File: config.mk
export PLATFORM = sky130hd
export DESIGN_NAME = rgb_to_hsv_pixel_unit_flat
export DESIGN_NICKNAME = d
export VERILOG_FILES = /design/src/sv/rhp_pkg.sv /design/src/sv/rhp_if.sv /design/src/sv/rgb_to_hsv_pixel_unit.sv /design/src/sv/rhp_prep.sv /design/src/sv/rhp_div_cell.sv /design/src/flat_wrapper.sv
export SDC_FILE = /design/constraint.sdc
export NUM_CORES = 1
export LEC_CHECK = 0
export BUFFER_PORTS_ARGS = -buffer_cell sky130_fd_sc_hd__buf_4
export CAP_MARGIN = 0
export CORE_MARGIN = 10
export CORE_UTILIZATION = 25
export DETAILED_ROUTE_END_ITERATION = 12
export GPL_TIMING_DRIVEN = 0
export PLACE_DENSITY = 0.4
export SKIP_CTS_REPAIR_TIMING = 1
export SYNTH_ARGS = -nofsm -noshare
export SYNTH_HDL_FRONTEND = slang
export SYNTH_SLANG_ARGS = --single-unit
File: constraint.sdc
create_clock -name clk_i -period 24.3 [get_ports clk_i]
set_clock_uncertainty 0.15 [all_clocks]
set_input_delay 4.86 -clock clk_i [delete_from_list [all_inputs] [get_ports clk_i]]
set_output_delay 4.86 -clock clk_i [all_outputs]
set_load 0.05 [all_outputs]
File: src/sv/rhp_pkg.sv
`timescale 1ns / 1ps
// ----------------------------------------------------------------------------
// rhp_pkg
// shared widths, codes and the beat that travels down the divider cell row
// ----------------------------------------------------------------------------
package rhp_pkg;

  localparam int unsigned ChanW   = 8;
  localparam int unsigned HueNumW = 17;  // up to 360*255 + 60*255 fits
  localparam int unsigned SatNumW = 16;  // 255*255
  localparam int unsigned QuoW    = 9;   // hue quotient below 360

  localparam logic [ChanW-1:0] HueCap    = 8'd179;
  localparam logic [ChanW-1:0] FullScale = 8'd255;

  // which channel holds the maximum, and whether red wraps round
  typedef enum logic [3:0] {
    SecRed     = 4'b0001,
    SecRedWrap = 4'b0010,
    SecGreen   = 4'b0100,
    SecBlue    = 4'b1000
  } sector_e;

  typedef struct packed {
    logic [HueNumW-1:0] hue_rem;
    logic [QuoW-1:0]    hue_quo;
    logic [SatNumW-1:0] sat_rem;
    logic [QuoW-1:0]    sat_quo;
    logic [ChanW-1:0]   hi;
    logic [ChanW-1:0]   delta;
  } div_t;

endpackage

File: src/sv/rhp_if.sv
`timescale 1ns / 1ps
// ----------------------------------------------------------------------------
// rhp_if
// valid/ready channels for rgb pixels in and hsv pixels out
// ----------------------------------------------------------------------------
interface rhp_rgb_if;
  logic       valid;
  logic       ready;
  logic [7:0] red;
  logic [7:0] green;
  logic [7:0] blue;

  modport source (output valid, output red, output green, output blue, input ready);
  modport sink   (input valid, input red, input green, input blue, output ready);
endinterface

interface rhp_hsv_if;
  logic       valid;
  logic       ready;
  logic [7:0] hue;
  logic [7:0] saturation;
  logic [7:0] brightness;

  modport source (output valid, output hue, output saturation, output brightness,
                  input ready);
  modport sink   (input valid, input hue, input saturation, input brightness,
                  output ready);
endinterface

File: src/sv/rgb_to_hsv_pixel_unit.sv
`timescale 1ns / 1ps
// ----------------------------------------------------------------------------
// rgb_to_hsv_pixel_unit
// 8-bit rgb to 8-bit hsv, hue in half degrees, through a row of divider cells
// ----------------------------------------------------------------------------
//
//   port   | dir | payload                          | beat
//   -------+-----+----------------------------------+---------------------
//   pix_i  | in  | red, green, blue (8b each)       | one rgb pixel
//   hsv_o  | out | hue, saturation, brightness (8b) | one hsv pixel
//
// one pixel per clock while the output is taken; from accepted beat to output
// beat a pixel passes 2 prep stages, 9 divider cells and 1 output register
// the whole row advances together: it moves whenever the output register is
// empty or being taken, so an output stall holds every stage in place
// reset clears the valid bits only; payload registers are not reset
//
module rgb_to_hsv_pixel_unit (
  input  logic      clk_i,
  input  logic      rst_ni,
  rhp_rgb_if.sink   pix_i,
  rhp_hsv_if.source hsv_o
);

  localparam int unsigned NCells = rhp_pkg::QuoW;

  // global advance of the row
  logic en;

  logic          cv [NCells+1];
  rhp_pkg::div_t cd [NCells+1];

  // output register
  logic                       out_valid_q;
  logic [rhp_pkg::ChanW-1:0]  hue_d, hue_q, sat_d, sat_q, bri_q;
  logic [rhp_pkg::ChanW-1:0]  half_hue;

  assign en          = !out_valid_q || hsv_o.ready;
  assign pix_i.ready = en;

  // max, min, sector and the two dividends
  rhp_prep u_prep (
    .clk_i   (clk_i),
    .rst_ni  (rst_ni),
    .en_i    (en),
    .valid_i (pix_i.valid),
    .red_i   (pix_i.red),
    .green_i (pix_i.green),
    .blue_i  (pix_i.blue),
    .valid_o (cv[0]),
    .data_o  (cd[0])
  );

  // cell k settles quotient bit QuoW-1-k of both hue and saturation
  for (genvar k = 0; k < NCells; k++) begin : g_cell
    rhp_div_cell #(
      .Shift (NCells - 1 - k)
    ) u_cell (
      .clk_i   (clk_i),
      .rst_ni  (rst_ni),
      .en_i    (en),
      .valid_i (cv[k]),
      .data_i  (cd[k]),
      .valid_o (cv[k+1]),
      .data_o  (cd[k+1])
    );
  end

  // final touch: halve and cap the hue, cap saturation, black and grey cases
  always_comb begin
    half_hue = cd[NCells].hue_quo[rhp_pkg::QuoW-1:1];
    if (half_hue > rhp_pkg::HueCap) begin
      half_hue = rhp_pkg::HueCap;
    end
    if (cd[NCells].sat_quo[rhp_pkg::QuoW-1]) begin
      sat_d = rhp_pkg::FullScale;
    end else begin
      sat_d = cd[NCells].sat_quo[rhp_pkg::ChanW-1:0];
    end
    hue_d = half_hue;
    // black pixel: no hue, no saturation
    if (cd[NCells].hi == '0) begin
      sat_d = '0;
      hue_d = '0;
    end
    // grey pixel: no hue
    if (cd[NCells].delta == '0) begin
      hue_d = '0;
    end
  end

  always_ff @(posedge clk_i or negedge rst_ni) begin
    if (!rst_ni) begin
      out_valid_q <= 1'b0;
    end else if (en) begin
      out_valid_q <= cv[NCells];
    end
  end

  always_ff @(posedge clk_i) begin
    if (en) begin
      hue_q <= hue_d;
      sat_q <= sat_d;
      bri_q <= cd[NCells].hi;
    end
  end

  assign hsv_o.valid      = out_valid_q;
  assign hsv_o.hue        = hue_q;
  assign hsv_o.saturation = sat_q;
  assign hsv_o.brightness = bri_q;

`ifndef ASSERT_OFF
  // hue in half degrees never leaves its range
  a_hue_range : assert property (@(posedge clk_i) disable iff (!rst_ni)
    hsv_o.valid |-> (hsv_o.hue <= rhp_pkg::HueCap))
    else $error("hue above cap");

  // black pixel carries neither hue nor saturation
  a_black : assert property (@(posedge clk_i) disable iff (!rst_ni)
    (hsv_o.valid && (hsv_o.brightness == '0)) |->
      ((hsv_o.hue == '0) && (hsv_o.saturation == '0)))
    else $error("black pixel with hue or saturation");

  // zero saturation only comes from a grey pixel, which has no hue
  a_grey : assert property (@(posedge clk_i) disable iff (!rst_ni)
    (hsv_o.valid && (hsv_o.saturation == '0)) |-> (hsv_o.hue == '0))
    else $error("unsaturated pixel with hue");

  // a held output beat keeps the row frozen, checked at the last cell, its valid included
  a_row_hold : assert property (@(posedge clk_i) disable iff (!rst_ni)
    (hsv_o.valid && !hsv_o.ready) |=> $stable(cv[NCells]) && $stable(cd[NCells]))
    else $error("divider row moved during output stall");
`endif

endmodule

File: src/sv/rhp_prep.sv
`timescale 1ns / 1ps
// ----------------------------------------------------------------------------
// rhp_prep
// two stages: max/min/sector, then the hue and saturation dividends
// ----------------------------------------------------------------------------
module rhp_prep (
  input  logic                     clk_i,
  input  logic                     rst_ni,
  input  logic                     en_i,
  input  logic                     valid_i,
  input  logic [rhp_pkg::ChanW-1:0] red_i,
  input  logic [rhp_pkg::ChanW-1:0] green_i,
  input  logic [rhp_pkg::ChanW-1:0] blue_i,
  output logic                     valid_o,
  output rhp_pkg::div_t            data_o
);

  // stage a
  logic [rhp_pkg::ChanW-1:0] hi_d, lo_d, hi_q, delta_q;
  logic signed [8:0]         diff_d, diff_q;
  rhp_pkg::sector_e          sec_d, sec_q;
  logic                      va_q;

  // stage b
  logic signed [17:0]          off_s, prod_s, num_s;
  rhp_pkg::div_t               b_d, b_q;
  logic                        vb_q;

  always_comb begin
    hi_d = (red_i > green_i) ? red_i : green_i;
    lo_d = (red_i > green_i) ? green_i : red_i;
    if (blue_i > hi_d) begin
      hi_d = blue_i;
    end
    if (blue_i < lo_d) begin
      lo_d = blue_i;
    end
    // red wins ties, then green
    if (red_i == hi_d) begin
      diff_d = $signed({1'b0, green_i}) - $signed({1'b0, blue_i});
      sec_d  = (green_i >= blue_i) ? rhp_pkg::SecRed : rhp_pkg::SecRedWrap;
    end else if (green_i == hi_d) begin
      diff_d = $signed({1'b0, blue_i}) - $signed({1'b0, red_i});
      sec_d  = rhp_pkg::SecGreen;
    end else begin
      diff_d = $signed({1'b0, red_i}) - $signed({1'b0, green_i});
      sec_d  = rhp_pkg::SecBlue;
    end
  end

  always_ff @(posedge clk_i or negedge rst_ni) begin
    if (!rst_ni) begin
      va_q <= 1'b0;
      vb_q <= 1'b0;
    end else if (en_i) begin
      va_q <= valid_i;
      vb_q <= va_q;
    end
  end

  always_ff @(posedge clk_i) begin
    if (en_i) begin
      hi_q    <= hi_d;
      delta_q <= hi_d - lo_d;
      diff_q  <= diff_d;
      sec_q   <= sec_d;
      b_q     <= b_d;
    end
  end

  always_comb begin
    unique case (sec_q)
      rhp_pkg::SecRed:     off_s = 18'sd0;
      rhp_pkg::SecRedWrap: off_s = $signed(18'(delta_q)) * 18'sd360;
      rhp_pkg::SecGreen:   off_s = $signed(18'(delta_q)) * 18'sd120;
      rhp_pkg::SecBlue:    off_s = $signed(18'(delta_q)) * 18'sd240;
      default:             off_s = 18'sd0;
    endcase
    prod_s        = 18'(diff_q) * 18'sd60;
    num_s         = off_s + prod_s;
    b_d.hue_rem   = num_s[rhp_pkg::HueNumW-1:0];
    b_d.hue_quo   = '0;
    // 255 * delta
    b_d.sat_rem   = {delta_q, 8'h00} - rhp_pkg::SatNumW'(delta_q);
    b_d.sat_quo   = '0;
    b_d.hi        = hi_q;
    b_d.delta     = delta_q;
  end

  assign valid_o = vb_q;
  assign data_o  = b_q;

endmodule

File: src/sv/rhp_div_cell.sv
`timescale 1ns / 1ps
// ----------------------------------------------------------------------------
// rhp_div_cell
// one restoring step for both dividers, one quotient bit each
// ----------------------------------------------------------------------------
module rhp_div_cell #(
  parameter int unsigned Shift = 0
) (
  input  logic          clk_i,
  input  logic          rst_ni,
  input  logic          en_i,
  input  logic          valid_i,
  input  rhp_pkg::div_t data_i,
  output logic          valid_o,
  output rhp_pkg::div_t data_o
);

  logic [rhp_pkg::HueNumW-1:0] hue_den;
  logic [rhp_pkg::SatNumW-1:0] sat_den;
  rhp_pkg::div_t               data_d, data_q;
  logic                        valid_q;

  always_comb begin
    data_d  = data_i;
    hue_den = rhp_pkg::HueNumW'(data_i.delta) << Shift;
    sat_den = rhp_pkg::SatNumW'(data_i.hi) << Shift;
    if (data_i.hue_rem >= hue_den) begin
      data_d.hue_rem = data_i.hue_rem - hue_den;
      data_d.hue_quo = {data_i.hue_quo[rhp_pkg::QuoW-2:0], 1'b1};
    end else begin
      data_d.hue_quo = {data_i.hue_quo[rhp_pkg::QuoW-2:0], 1'b0};
    end
    if (data_i.sat_rem >= sat_den) begin
      data_d.sat_rem = data_i.sat_rem - sat_den;
      data_d.sat_quo = {data_i.sat_quo[rhp_pkg::QuoW-2:0], 1'b1};
    end else begin
      data_d.sat_quo = {data_i.sat_quo[rhp_pkg::QuoW-2:0], 1'b0};
    end
  end

  always_ff @(posedge clk_i or negedge rst_ni) begin
    if (!rst_ni) begin
      valid_q <= 1'b0;
    end else if (en_i) begin
      valid_q <= valid_i;
    end
  end

  always_ff @(posedge clk_i) begin
    if (en_i) begin
      data_q <= data_d;
    end
  end

  assign valid_o = valid_q;
  assign data_o  = data_q;

endmodule

File: src/flat_wrapper.sv
// flat-port wrapper written by rule: the top's interface ports become plain ports
module rgb_to_hsv_pixel_unit_flat 
  (clk_i, rst_ni, pix_i_valid, pix_i_red, pix_i_green, pix_i_blue, pix_i_ready, hsv_o_valid, hsv_o_hue, hsv_o_saturation, hsv_o_brightness, hsv_o_ready);
  rhp_rgb_if pix_i_i ();
  rhp_hsv_if hsv_o_i ();
  input  logic clk_i;
  input  logic rst_ni;
  input wire logic [$bits(pix_i_i.valid)-1:0] pix_i_valid;
  input wire logic [$bits(pix_i_i.red)-1:0] pix_i_red;
  input wire logic [$bits(pix_i_i.green)-1:0] pix_i_green;
  input wire logic [$bits(pix_i_i.blue)-1:0] pix_i_blue;
  output wire logic [$bits(pix_i_i.ready)-1:0] pix_i_ready;
  output wire logic [$bits(hsv_o_i.valid)-1:0] hsv_o_valid;
  output wire logic [$bits(hsv_o_i.hue)-1:0] hsv_o_hue;
  output wire logic [$bits(hsv_o_i.saturation)-1:0] hsv_o_saturation;
  output wire logic [$bits(hsv_o_i.brightness)-1:0] hsv_o_brightness;
  input wire logic [$bits(hsv_o_i.ready)-1:0] hsv_o_ready;
  assign pix_i_i.valid = pix_i_valid;
  assign pix_i_i.red = pix_i_red;
  assign pix_i_i.green = pix_i_green;
  assign pix_i_i.blue = pix_i_blue;
  assign pix_i_ready = pix_i_i.ready;
  assign hsv_o_valid = hsv_o_i.valid;
  assign hsv_o_hue = hsv_o_i.hue;
  assign hsv_o_saturation = hsv_o_i.saturation;
  assign hsv_o_brightness = hsv_o_i.brightness;
  assign hsv_o_i.ready = hsv_o_ready;
  rgb_to_hsv_pixel_unit u_core (.clk_i(clk_i), .rst_ni(rst_ni), .pix_i(pix_i_i), .hsv_o(hsv_o_i));
endmodule
==> impl_metrics.csv <==
group,metric,value,unit
logic_synthesis,synth_cells,2634,
global_routing,grt_max_degree,131,
global_routing,grt_pass1_vias,20467,
logic_synthesis,syn_avg_cell_area,11.98,um2
logic_synthesis,synth.distinct_cells,83,
flow_run,maxCapViolCount,0,
logic_synthesis,synth_edf_count,557,
critical_path,r2r-start,"u_core.u_prep.delta_q[2]",
sta,slew_violations,0,
logic_synthesis,synth_common_cells,"557 x edfxtp_1, 335 x inv_1, 260 x ha_1",
placed_design,post-place-cells,4342,
global_routing,grt_pass1_wl,105.7,mm
logic_synthesis,ys_warn_count,0,
floorplanning,initial_core_util,25.13,%
routing,viasPerCell,4.284,
placed_design,io_buffer_count,53,
critical_path,cp-startpoint,"hsv_o_ready",
floorplanning,io_pins,54,
critical_path,endpoint_kind,"output port",
logic_synthesis,netlist.area_leader.share,53.01,%
sta,rsz0062_at_grt,"false",
routing,route.detailed.drc,0,
critical_path,cp_max_fo,97,
finish,syn2layout_area_growth,15.28,%
sta,timing.hold.ws,0.2535,ns
global_routing,antenna_found_initial,0,
logic_synthesis,async_flop_share,2.109,%
global_routing,grt-ovfl-total,0,
status,status,"completed",
sta,finalSetupViolCount,0,
sta,fin_ws,12.42,ns
floorplanning,dieArea,140800,um2
finish,drive_gt1_share,7.145,%
critical_path,crit_type,"in2out",
logic_synthesis,seq_area_frac_synth,53.96,%
routing,first_pass_iters,5,
global_routing,met1_usage,10.10,%
placed_design,gp_congestion,0.8425,
routing,avgRoutedWirePerCell,14.35,um
placed_design,dp.final_hpwl,49.23,mm
clock_tree,cts_buffers,70,
floorplanning,core_area,125600,um2
clock_tree,cts_num_sinks,569,
routing,routed_wl,64.05,mm
logic_synthesis,synth_top_cell_by_area,"edfxtp_1",
finish,fin_nets,3107,
sta,final.min_clock_period,11.88,ns
clock_tree,clock_path_buffers,3,
routing,ant_nets,0,
critical_path,cp.required,19.29,ns
clock_tree,clk_pin_slew_worst_paths,0.05,ns
min_path,hp-class,"reg2reg",
global_routing,grt_use_met3,1.912,%
sta,period_share,48.88,%
min_path,hold_start,"u_core.g_cell[6].u_cell.data_o[47]",
finish,final_cells,4463,
routing,vias,19119,
sta,fmaxAchievable,84.19,MHz
critical_path,arrival,6.87,ns
sta,hold_violations,0,
logic_synthesis,synth.net_count,2977,
logic_synthesis,yosys.cell_count.top_type,"edfxtp_1",
clock_tree,cts-root-buf,"clkbuf_16",
sta,slew_headroom,11.86,%
routing,drt_iter0_drc,770,
logic_synthesis,synth.area.top_cells,"edfxtp_1 53%, ha_1 10%, inv_1 4.0%",
sta,worstMarginPinSlew,1.304,ns
finish,num_antenna_cells,0,
floorplanning,dieHeight,375.3,um
critical_path,cp-start-kind,"primary input",
clock_tree,htreeDepth,3,
logic_synthesis,ys.flop_type,"edfxtp_1",
placed_design,dpl_worst_slack,11.89,ns
logic_synthesis,yosys_register_bits,569,
floorplanning,rows,130,
floorplanning,die_x,375.3,um
global_routing,grt.met2_usage,16.69,%
clock_tree,cts_tree,"done",
logic_synthesis,synth_area,31550,um2
clock_tree,clock_latency,0.61,ns
global_routing,grt_usage,9.116,%
global_routing,grt-busiest-layer,"met2",
placed cells by master, fill, tap and decap left out, types with 11 or more instances in the layout:
master	Yosys	routed
nand3_1	24	24
a21oi_1	175	175
nor3_1	28	28
a21o_1	75	75
fa_1	55	55
mux2_2	23	23
inv_1	335	335
nor4b_1	13	12
mux2i_1	29	29
nand2b_1	56	56
xor2_1	65	65
clkinv_1	0	14
xnor2_1	141	141
nand4_1	26	26
nand2_1	117	117
edfxtp_1	557	557
o21ai_0	105	105
a2111oi_0	12	11
nor2b_1	51	51
dfrtp_1	12	12
o21a_1	14	14
and2_1	17	17
o31ai_1	22	22
nor2_1	182	182
a211oi_1	11	11
nor4_1	26	26
clkbuf_1	30	48
ha_1	260	260
clkbuf_16	0	73
o21bai_1	28	28
buf_4	0	53
sequential cells by signal, summed over array words and instances (netlist names):
register                      flops
u_core.g_cell.u_cell.data_o     458
u_core.g_cell.u_cell.valid_o      9
u_core.hsv_o.brightness           8
u_core.hsv_o.hue                  8
u_core.hsv_o.saturation           8
u_core.hsv_o.valid                1
u_core.u_prep.data_o             46
u_core.u_prep.delta_q             8
u_core.u_prep.diff_q              9
u_core.u_prep.hi_q                8
u_core.u_prep.sec_q               4
u_core.u_prep.va_q                1
u_core.u_prep.valid_o             1
area by class of cell:
type | count | area (um2)
multi-input cells | 1691 | 13130
flip-flops and latches | 569 | 17030
well taps | 1650 | 2064
clock buffers | 91 | 1894
inverters | 336 | 1261
fillers | 12771 | 89200
plain buffers | 38 | 161.4
clock inverters | 30 | 302.8
repair buffers | 58 | 535.5
worst max-delay path: stages:
cell and delay, ns:
buf_4 0.07, nand2b_1 0.20, buf_8 0.45, buf_16 0.37
buf_16 0.39, buf_4 0.29
cell families after synthesis:
logic type                 count (synthesis)  synth area share [%]
and+or+nand+nor                          598                 9.735
DFF                                      569                 53.96
AOI/OAI and AO/OA                        515                 10.39
buffers and inverters                    374                 4.473
adders and majority gates                317                 13.86
xor gates and xnor gates                 206                 5.718
muxes                                     55                 1.868
per-stage QoR:
| stage | util [%] | area [um2] | TNS (ns) |
|---|---|---|---|
| 4_1_cts | 28.97 | 36370 | 0 |
| 5_1_grt | 28.97 | 36370 | 0 |
| 3_5_place_dp | 27.22 | 34180 | 0 |
| 2_1_floorplan | - | 31560 | 0 |
| 6_report | 28.97 | 36370 | 0 |
| 3_3_place_gp | 27.09 | 34020 | -589.23 |
metal layers:
layer	routed length [um]	vias to the layer above
met5	0	-
met1	26540	9014
met3	2400	124
li1	-	9738
met2	32500	243
met4	2608	0
final timing paths:
| check | end | slack [ns] | cells past startpoint |
|---|---|---|---|
| worst max-delay path | pix_i_ready | 12.42 | 6 |
| max in group asynchronous | u_core.g_cell[1].u_cell.valid_o | 19.91 | 1 |
| worst min register to register | u_core.g_cell[7].u_cell.data_o[48] | 0.25 | 0 |
| min in group asynchronous | u_core.g_cell[4].u_cell.valid_o | 3.94 | 1 |
| worst min-delay path | u_core.g_cell[7].u_cell.data_o[48] | 0.25 | 0 |
| worst max register to register | u_core.u_prep.data_o[66] | 19.13 | 18 |
Power is not shown: default switching activity piles up to over one toggle a cycle in this logic, so the estimate is an artifact.
